`config.mk`:
```
export PLATFORM = sky130hd
export DESIGN_NAME = json_string_unescape_utf8
export DESIGN_NICKNAME = d
export VERILOG_FILES = /design/src/jsu_pkg.sv /design/src/json_string_unescape_utf8.sv
export SDC_FILE = /design/constraint.sdc
export NUM_CORES = 1
export LEC_CHECK = 0
export ABC_AREA = 1
export BUFFER_PORTS_ARGS = -buffer_cell sky130_fd_sc_hd__clkbuf_2
export CORE_UTILIZATION = 30
export CTS_BUF_LIST = sky130_fd_sc_hd__clkbuf_16
export DETAILED_ROUTE_END_ITERATION = 7
export SLEW_MARGIN = 40
export SYNTH_ARGS = -nofsm -noshare
export SYNTH_HDL_FRONTEND = slang
export SYNTH_SLANG_ARGS = --single-unit
```
`constraint.sdc`:
```
create_clock -name aclk -period 3.11 [get_ports aclk]
set_input_delay 0.311 -clock aclk [delete_from_list [all_inputs] [get_ports aclk]]
set_output_delay 0.311 -clock aclk [all_outputs]
set_load 0.1 [all_outputs]
```
`src/jsu_pkg.sv`:
```
// Shared types, constants and helper functions for the JSON string unescaper.
package jsu_pkg;

    typedef enum logic [2:0] {
        M_IDLE    = 3'd0,
        M_BODY    = 3'd1,
        M_ESC     = 3'd2,
        M_HEX1    = 3'd3,
        M_WANT_BS = 3'd4,
        M_WANT_U  = 3'd5,
        M_HEX2    = 3'd6
    } mode_t;

    typedef enum logic [3:0] {
        ST_BYTE      = 4'd0,
        ST_DONE      = 4'd1,
        ST_NO_QUOTE  = 4'd2,
        ST_CTRL      = 4'd3,
        ST_BAD_ESC   = 4'd4,
        ST_BAD_HEX   = 4'd5,
        ST_LONE_LOW  = 4'd6,
        ST_NO_LOW    = 4'd7,
        ST_BAD_LOW   = 4'd8,
        ST_UNTERM    = 4'd9,
        ST_TRUNC_ESC = 4'd10,
        ST_TRUNC_UNI = 4'd11
    } status_t;

    localparam logic [15:0] SURR_HIGH_LO = 16'hd800;
    localparam logic [15:0] SURR_HIGH_HI = 16'hdbff;
    localparam logic [15:0] SURR_LOW_LO  = 16'hdc00;
    localparam logic [15:0] SURR_LOW_HI  = 16'hdfff;
    localparam logic [20:0] SUPP_BASE    = 21'h10000;
    localparam logic [20:0] TWO_BYTE_MAX = 21'h7ff;
    localparam logic [20:0] ONE_BYTE_END = 21'h80;

    localparam logic [7:0] LEAD2      = 8'hc0;
    localparam logic [7:0] LEAD3      = 8'he0;
    localparam logic [7:0] LEAD4      = 8'hf0;
    localparam logic [7:0] CONT       = 8'h80;
    localparam logic [7:0] SPACE_CODE = 8'h20;

    localparam logic [7:0] CH_QUOTE  = 8'h22;
    localparam logic [7:0] CH_BSLASH = 8'h5c;
    localparam logic [7:0] CH_SLASH  = 8'h2f;
    localparam logic [7:0] CH_B      = 8'h62;
    localparam logic [7:0] CH_F      = 8'h66;
    localparam logic [7:0] CH_N      = 8'h6e;
    localparam logic [7:0] CH_R      = 8'h72;
    localparam logic [7:0] CH_T      = 8'h74;
    localparam logic [7:0] CH_U      = 8'h75;

    localparam logic [7:0] CODE_BS  = 8'h08;
    localparam logic [7:0] CODE_FF  = 8'h0c;
    localparam logic [7:0] CODE_LF  = 8'h0a;
    localparam logic [7:0] CODE_CR  = 8'h0d;
    localparam logic [7:0] CODE_TAB = 8'h09;

    typedef struct packed {
        logic [1:0]      last_idx;
        logic [3:0][7:0] bytes;
    } utf8_seq_t;

    typedef struct packed {
        logic       valid;
        logic [3:0] value;
    } hex_digit_t;

    function automatic hex_digit_t hex_decode(logic [7:0] c);
        hex_digit_t h;
        h.valid = 1'b1;
        h.value = 4'd0;
        if (c inside {[8'h30:8'h39]}) begin
            h.value = c[3:0];
        end else if (c inside {[8'h61:8'h66], [8'h41:8'h46]}) begin
            h.value = 4'(c[2:0] + 3'd1) + 4'd8;
        end else begin
            h.valid = 1'b0;
        end
        return h;
    endfunction

    function automatic utf8_seq_t utf8_encode(logic [20:0] v);
        utf8_seq_t s;
        s.bytes = '0;
        if (v < ONE_BYTE_END) begin
            s.last_idx = 2'd0;
            s.bytes[0] = v[7:0];
        end else if (v <= TWO_BYTE_MAX) begin
            s.last_idx = 2'd1;
            s.bytes[0] = LEAD2 | 8'(v[10:6]);
            s.bytes[1] = CONT | 8'(v[5:0]);
        end else if (v < SUPP_BASE) begin
            s.last_idx = 2'd2;
            s.bytes[0] = LEAD3 | 8'(v[15:12]);
            s.bytes[1] = CONT | 8'(v[11:6]);
            s.bytes[2] = CONT | 8'(v[5:0]);
        end else begin
            s.last_idx = 2'd3;
            s.bytes[0] = LEAD4 | 8'(v[20:18]);
            s.bytes[1] = CONT | 8'(v[17:12]);
            s.bytes[2] = CONT | 8'(v[11:6]);
            s.bytes[3] = CONT | 8'(v[5:0]);
        end
        return s;
    endfunction

endpackage

```
`src/json_string_unescape_utf8.sv`:
```
// JSON string literal unescaper: decodes escapes and emits UTF-8 bytes.
//
// Input channel (s_*): one raw byte of the literal per transfer, opening quote
// first. s_tuser flags that the data ended before this point (no byte then).
// Result channel (m_*): one UTF-8 byte or one status code per transfer;
// m_tlast marks the final result caused by an input byte.
//
// Each accepted byte is decoded in the same cycle and its results are registered
// into the output buffer. Plain bytes, short escapes, statuses and escape digits
// stream at one per cycle while m_tready is high. A completed \uXXXX code point
// yields one to four UTF-8 bytes that leave one per cycle while m_tready is high;
// s_tready stays low until the last of them is transferred.
// s_tready also rises in the cycle the final buffered result is taken.
//
// Reset returns the decoder to waiting for an opening quote and empties the
// output buffer. When the receiver stalls, the current result holds and new
// input waits once the buffer is full.
module json_string_unescape_utf8 (
    input  logic       aclk,
    input  logic       aresetn,
    input  logic       s_tvalid,
    output logic       s_tready,
    input  logic [7:0] s_tdata,   // [7:0] in_byte
    input  logic [0:0] s_tuser,   // [0] input_ended
    output logic       m_tvalid,
    input  logic       m_tready,
    output logic [7:0] m_tdata,   // [7:0] out_byte
    output logic [3:0] m_tuser,   // [3:0] status
    output logic       m_tlast
);
    import jsu_pkg::*;

    mode_t      mode_reg, mode_next;
    logic [1:0] hex_cnt_reg, hex_cnt_next;
    logic [15:0] accum_reg, accum_next;
    logic [9:0] high_reg, high_next;

    logic [3:0][7:0] bytes_reg;
    status_t         status_reg;
    logic [1:0]      last_idx_reg;
    logic [1:0]      idx_reg;
    logic            valid_reg;

    logic            res_valid;
    status_t         res_status;
    utf8_seq_t       res_seq;

    logic [7:0]  in_byte;
    logic        ended;
    hex_digit_t  hex;
    logic [15:0] accum_shift;
    logic        out_done;
    logic        accept;

    assign in_byte     = s_tdata;
    assign ended       = s_tuser[0];
    assign hex         = hex_decode(in_byte);
    assign accum_shift = {accum_reg[11:0], hex.value};

    always_comb begin
        mode_next    = mode_reg;
        hex_cnt_next = hex_cnt_reg;
        accum_next   = accum_reg;
        high_next    = high_reg;
        res_valid    = 1'b0;
        res_status   = ST_BYTE;
        res_seq      = '0;

        case (mode_reg)
            M_BODY: begin
                if (ended) begin
                    res_valid  = 1'b1;
                    res_status = ST_UNTERM;
                end else if (in_byte == CH_QUOTE) begin
                    res_valid  = 1'b1;
                    res_status = ST_DONE;
                end else if (in_byte < SPACE_CODE) begin
                    res_valid  = 1'b1;
                    res_status = ST_CTRL;
                end else if (in_byte == CH_BSLASH) begin
                    mode_next = M_ESC;
                end else begin
                    res_valid        = 1'b1;
                    res_seq.bytes[0] = in_byte;
                end
            end
            M_ESC: begin
                if (ended) begin
                    res_valid  = 1'b1;
                    res_status = ST_TRUNC_ESC;
                end else begin
                    mode_next = M_BODY;
                    res_valid = 1'b1;
                    case (in_byte)
                        CH_QUOTE, CH_BSLASH, CH_SLASH: res_seq.bytes[0] = in_byte;
                        CH_B: res_seq.bytes[0] = CODE_BS;
                        CH_F: res_seq.bytes[0] = CODE_FF;
                        CH_N: res_seq.bytes[0] = CODE_LF;
                        CH_R: res_seq.bytes[0] = CODE_CR;
                        CH_T: res_seq.bytes[0] = CODE_TAB;
                        CH_U: begin
                            res_valid    = 1'b0;
                            mode_next    = M_HEX1;
                            hex_cnt_next = 2'd0;
                            accum_next   = '0;
                        end
                        default: res_status = ST_BAD_ESC;
                    endcase
                end
            end
            M_HEX1, M_HEX2: begin
                if (ended) begin
                    res_valid  = 1'b1;
                    res_status = ST_TRUNC_UNI;
                end else if (!hex.valid) begin
                    res_valid  = 1'b1;
                    res_status = ST_BAD_HEX;
                end else if (hex_cnt_reg != 2'd3) begin
                    accum_next   = accum_shift;
                    hex_cnt_next = hex_cnt_reg + 2'd1;
                end else begin
                    accum_next   = '0;
                    hex_cnt_next = 2'd0;
                    if (mode_reg == M_HEX1) begin
                        if (accum_shift >= SURR_HIGH_LO && accum_shift <= SURR_HIGH_HI) begin
                            high_next = accum_shift[9:0];
                            mode_next = M_WANT_BS;
                        end else if (accum_shift >= SURR_LOW_LO &&
                                     accum_shift <= SURR_LOW_HI) begin
                            res_valid  = 1'b1;
                            res_status = ST_LONE_LOW;
                        end else begin
                            res_valid = 1'b1;
                            res_seq   = utf8_encode({5'd0, accum_shift});
                            mode_next = M_BODY;
                        end
                    end else begin
                        if (accum_shift < SURR_LOW_LO || accum_shift > SURR_LOW_HI) begin
                            res_valid  = 1'b1;
                            res_status = ST_BAD_LOW;
                        end else begin
                            // 0x10000 + (high << 10) + low offset
                            res_valid = 1'b1;
                            res_seq   = utf8_encode({11'(high_reg) + 11'(SUPP_BASE[20:10]),
                                                     accum_shift[9:0]});
                            high_next = '0;
                            mode_next = M_BODY;
                        end
                    end
                end
            end
            M_WANT_BS: begin
                if (ended || in_byte != CH_BSLASH) begin
                    res_valid  = 1'b1;
                    res_status = ST_NO_LOW;
                end else begin
                    mode_next = M_WANT_U;
                end
            end
            M_WANT_U: begin
                if (ended || in_byte != CH_U) begin
                    res_valid  = 1'b1;
                    res_status = ST_NO_LOW;
                end else begin
                    mode_next    = M_HEX2;
                    hex_cnt_next = 2'd0;
                    accum_next   = '0;
                end
            end
            default: begin
                if (!ended && in_byte == CH_QUOTE) begin
                    mode_next    = M_BODY;
                    hex_cnt_next = 2'd0;
                    accum_next   = '0;
                    high_next    = '0;
                end else begin
                    res_valid  = 1'b1;
                    res_status = ST_NO_QUOTE;
                end
            end
        endcase

        // every status other than a byte drops back to waiting for a quote
        if (res_valid && res_status != ST_BYTE) begin
            mode_next    = M_IDLE;
            hex_cnt_next = 2'd0;
            accum_next   = '0;
            high_next    = '0;
        end
    end

    assign out_done = valid_reg && m_tready && (idx_reg == last_idx_reg);
    assign s_tready = !valid_reg || out_done;
    assign accept   = s_tvalid && s_tready;

    always_ff @(posedge aclk) begin
        if (!aresetn) begin
            mode_reg    <= M_IDLE;
            hex_cnt_reg <= '0;
            accum_reg   <= '0;
            high_reg    <= '0;
            valid_reg   <= 1'b0;
            idx_reg     <= '0;
        end else begin
            if (accept) begin
                mode_reg    <= mode_next;
                hex_cnt_reg <= hex_cnt_next;
                accum_reg   <= accum_next;
                high_reg    <= high_next;
            end
            if (accept && res_valid) begin
                valid_reg <= 1'b1;
                idx_reg   <= '0;
            end else if (out_done) begin
                valid_reg <= 1'b0;
            end else if (valid_reg && m_tready) begin
                idx_reg <= idx_reg + 2'd1;
            end
        end
    end

    // result payload: loaded only on a new result set
    always_ff @(posedge aclk) begin
        if (accept && res_valid) begin
            bytes_reg    <= res_seq.bytes;
            last_idx_reg <= res_seq.last_idx;
            status_reg   <= res_status;
        end
    end

    assign m_tvalid = valid_reg;
    assign m_tdata  = bytes_reg[idx_reg];
    assign m_tuser  = status_reg;
    assign m_tlast  = (idx_reg == last_idx_reg);

endmodule

```
==> flow_summary.yaml <==
status:
  status: "completed"
clock_tree:
  cts_resized: 0
  cts_buffer_depth: 2
  clk_latency_ns: 0.34
  ctsHoldBuffers: 0
  cts-htree-levels: 3
  cts_sinks: 64
  cts_tree: "built"
  cts_made_buffers: 9
  post_cts_buffers: 0
  cts-root-buf: "clkbuf_16"
  clk_pin_slew_ns: 0.05
yosys:
  synth_nets: 798
  netlist_area_mm2: 0.005010
  yosysTopAreaCellShare: 0.2038
  ys_top_cells_by_count: "182 x nand2_1, 129 x nor2_1, 83 x inv_1"
  synth_edf_count: 34
  yosysTopAreaCell: "edfxtp_1"
  syn_avg_cell_area_um2: 6.439
  ys_seq_area_frac: 0.3237
  synth_cell_type_count: 41
  synth_flop_cell: "edfxtp_1"
  synth_cells: 778
  synth_area_leaders: "edfxtp_1 20%, nand2_1 14%, dfxtp_1 12%, nor2_1 9.7%, nand3_1 6.6%"
  ys_ff_latch: 64
  yosysMostFrequentCell: "nand2_1"
  async_flop_share: 0
  yosys_warnings: 0
floorplanning:
  die_height_um: 131.2
  coreArea_mm2: 0.01612
  die-area_mm2: 0.01722
  die_w_um: 131.2
  std_cell_rows: 46
  initial_core_util: 0.3109
  io_pins: 28
sta:
  grt_setup_unrepaired: "no"
  slew_headroom: 0.6300
  tns_ns: 0
  finalCriticalPeriod_ns: 2.625
  fmax_ghz: 0.3810
  maxSlewViolCount: 0
  setup_ws_ns: 0.4853
  fin_crit_sh: 0.8439
  tightestPinTransition_ns: 0.5573
  finalHoldViolations: 0
  skew_ns: 0.007682
  finalSetupViolCount: 0
worst_setup_path:
  rr_worst_depth: 11
  worstPathRequired_ns: 3.18
  r2r_slack_ns: 0.49
  critPathLaunchType: "register"
  worstSetupPathType: "reg2reg"
  cp_max_fo: 16
  r2r-start: "accum_reg[2]$_SDFFE_PN0P_"
  crit_path_end_kind: "register"
  worstPathArrival_ns: 2.70
  rr_endpoint: "bytes_reg[28]$_SDFFCE_PP0P_"
routing:
  drt_pass1_iterations: 5
  routed_wl_um: 16130
  vias: 5173
  wl_per_cell_um: 15.67
  drtIter0Drc: 418
  drcViolationCount: 0
  ant_nets: 0
  via_per_inst: 5.027
power_and_ir_drop:
  pwr-share-comb: 0.347
  power.net_switching_uw: 1263
  intPower_uw: 1886
  power.density_mw_per_mm2: 551.3
  p_clk_frac: 0.309
  p_leak_uw: 0.002407
  p_seq_frac: 0.344
  ir_drop_mv: 0.3698
  sw_frac_of_total: 0.4009
global_route:
  grt_pass1_wl_um: 26030
  grt_max_degree: 29
  grt_pass1_vias: 4805
  antenna_found_initial: 0
  grt_overflow: 0
  grtUsageTotal: 0.1925
job:
  max-cap-violations: 0
worst_hold_path:
  hold_depth: 3
  min_from: "m_tready"
  worst_hold_path_type: "in2reg"
  hold_end: "idx_reg[0]$_SDFFE_PP0P_"
place:
  hpwlAfterDp_um: 12260
  io_buffers: 27
  post-place-ws_ns: 0.2782
  gp_congestion: 0.9710
cells_and_area:
  fill_cells: 1785
  drive_gt1_frac: 0.1267
  largest_register_ffs: 29
  utilization: 0.3544
  antennaDiodeCount: 0
  num-nets-final: 828
  area_growth_pct: 14.01
[metal layers]
metal / global-route usage / vias up / routed length [um]
met5: 0 / - / 0
met4: 0.06993 / 0 / 310
met3: 0.03704 / 31 / 1039
met2: 0.2943 / 171 / 7140
met1: 0.2671 / 2341 / 7639
li1: - / 2630 / -
[power by group through the flow]
stage | logic [uW] | clock network, uW | registers, uW
final | 1090 | 973 | 1080
after global placement | 1090 | 0 | 1100
after global routing | 1200 | 1030 | 1090
after floorplan | 770 | 0 | 1160
after CTS | 1090 | 992 | 1080
after detailed placement | 1080 | 0 | 1100
[layout by cell type, fill, tap and decap left out, types with 4 or more instances in the layout]
master | netlist | final
nor2_4 | 5 | 5
inv_2 | 8 | 8
nand3_1 | 66 | 66
a21oi_1 | 38 | 38
nor2_1 | 129 | 129
nor2_2 | 5 | 5
clkinv_2 | 1 | 4
nand2_4 | 3 | 4
clkinv_1 | 12 | 12
inv_1 | 83 | 84
o22ai_1 | 16 | 16
clkbuf_16 | 0 | 9
o21ai_0 | 37 | 37
ha_1 | 7 | 7
nand4_1 | 34 | 34
edfxtp_1 | 34 | 34
buf_4 | 3 | 18
nand2_2 | 11 | 11
dfxtp_1 | 30 | 30
clkbuf_2 | 0 | 27
nor3_1 | 20 | 20
nand2_1 | 182 | 181
nor4_1 | 4 | 4
[area by class of cell]
cell class / count / area, um^2 / area share
multi-input combinational: 583 / 2849 / 0.4988
sequential: 64 / 1622 / 0.2839
inverter: 104 / 399.1 / 0.06988
timing repair buffer: 46 / 290.3 / 0.05082
tap: 216 / 270.3 / 0.04732
clock buffer: 9 / 225.2 / 0.03943
clock inverter: 7 / 56.30 / 0.009858
[worst max path at each step]
stage / start / to / slack [ns] / cells after the start
global placement: s_tdata[0] / bytes_reg[3]$_DFFE_PP_ / 0.33 / 18
floorplan: idx_reg[0]$_SDFFE_PP0P_ / bytes_reg[0]$_DFFE_PP_ / 0.06 / 11
finish: accum_reg[2]$_SDFFE_PN0P_ / bytes_reg[28]$_SDFFCE_PP0P_ / 0.49 / 11
CTS: accum_reg[2]$_SDFFE_PN0P_ / bytes_reg[28]$_SDFFCE_PP0P_ / 0.51 / 11
detailed placement: s_tdata[0] / bytes_reg[28]$_SDFFCE_PP0P_ / 0.28 / 18
global route: accum_reg[2]$_SDFFE_PN0P_ / bytes_reg[24]$_SDFFCE_PP0P_ / 0.17 / 11
[stage by stage]
stage               instances  total power (uW)  cell area, um^2  hold slack (ns)
floorplan                 778              1926             5025           0.4371
global placement         1013              2185             5430           0.4763
detailed placement       1013              2182             5430           0.4845
CTS                      1029              3161             5712           0.3360
global route             1029              3319             5712           0.3578
finish                   1029              3149             5712           0.3421
[logic make-up after synthesis]
family | after synthesis | share of synthesized area
XOR/XNOR | 6 | 0.01049
flip-flops | 64 | 0.3237
AND/OR/NAND/NOR | 468 | 0.4283
AO/OA/AOI/OAI | 102 | 0.1109
adder cells (fa/ha/maj) | 7 | 0.01748
buffers and inverters | 131 | 0.1091
[critical path, cell delays in order, from the launching register on]
cell	delay (ns)
dfxtp_1	0.45
inv_1	0.09
nor4_1	0.52
nand2_1	0.17
nor2_4	0.16
nand3_1	0.09
nand2_2	0.14
nand2_2	0.21
inv_1	0.17
nor2_1	0.05
nand2_1	0.22
nor2_1	0.08
Note: power is estimated with default switching activity, not from simulation.
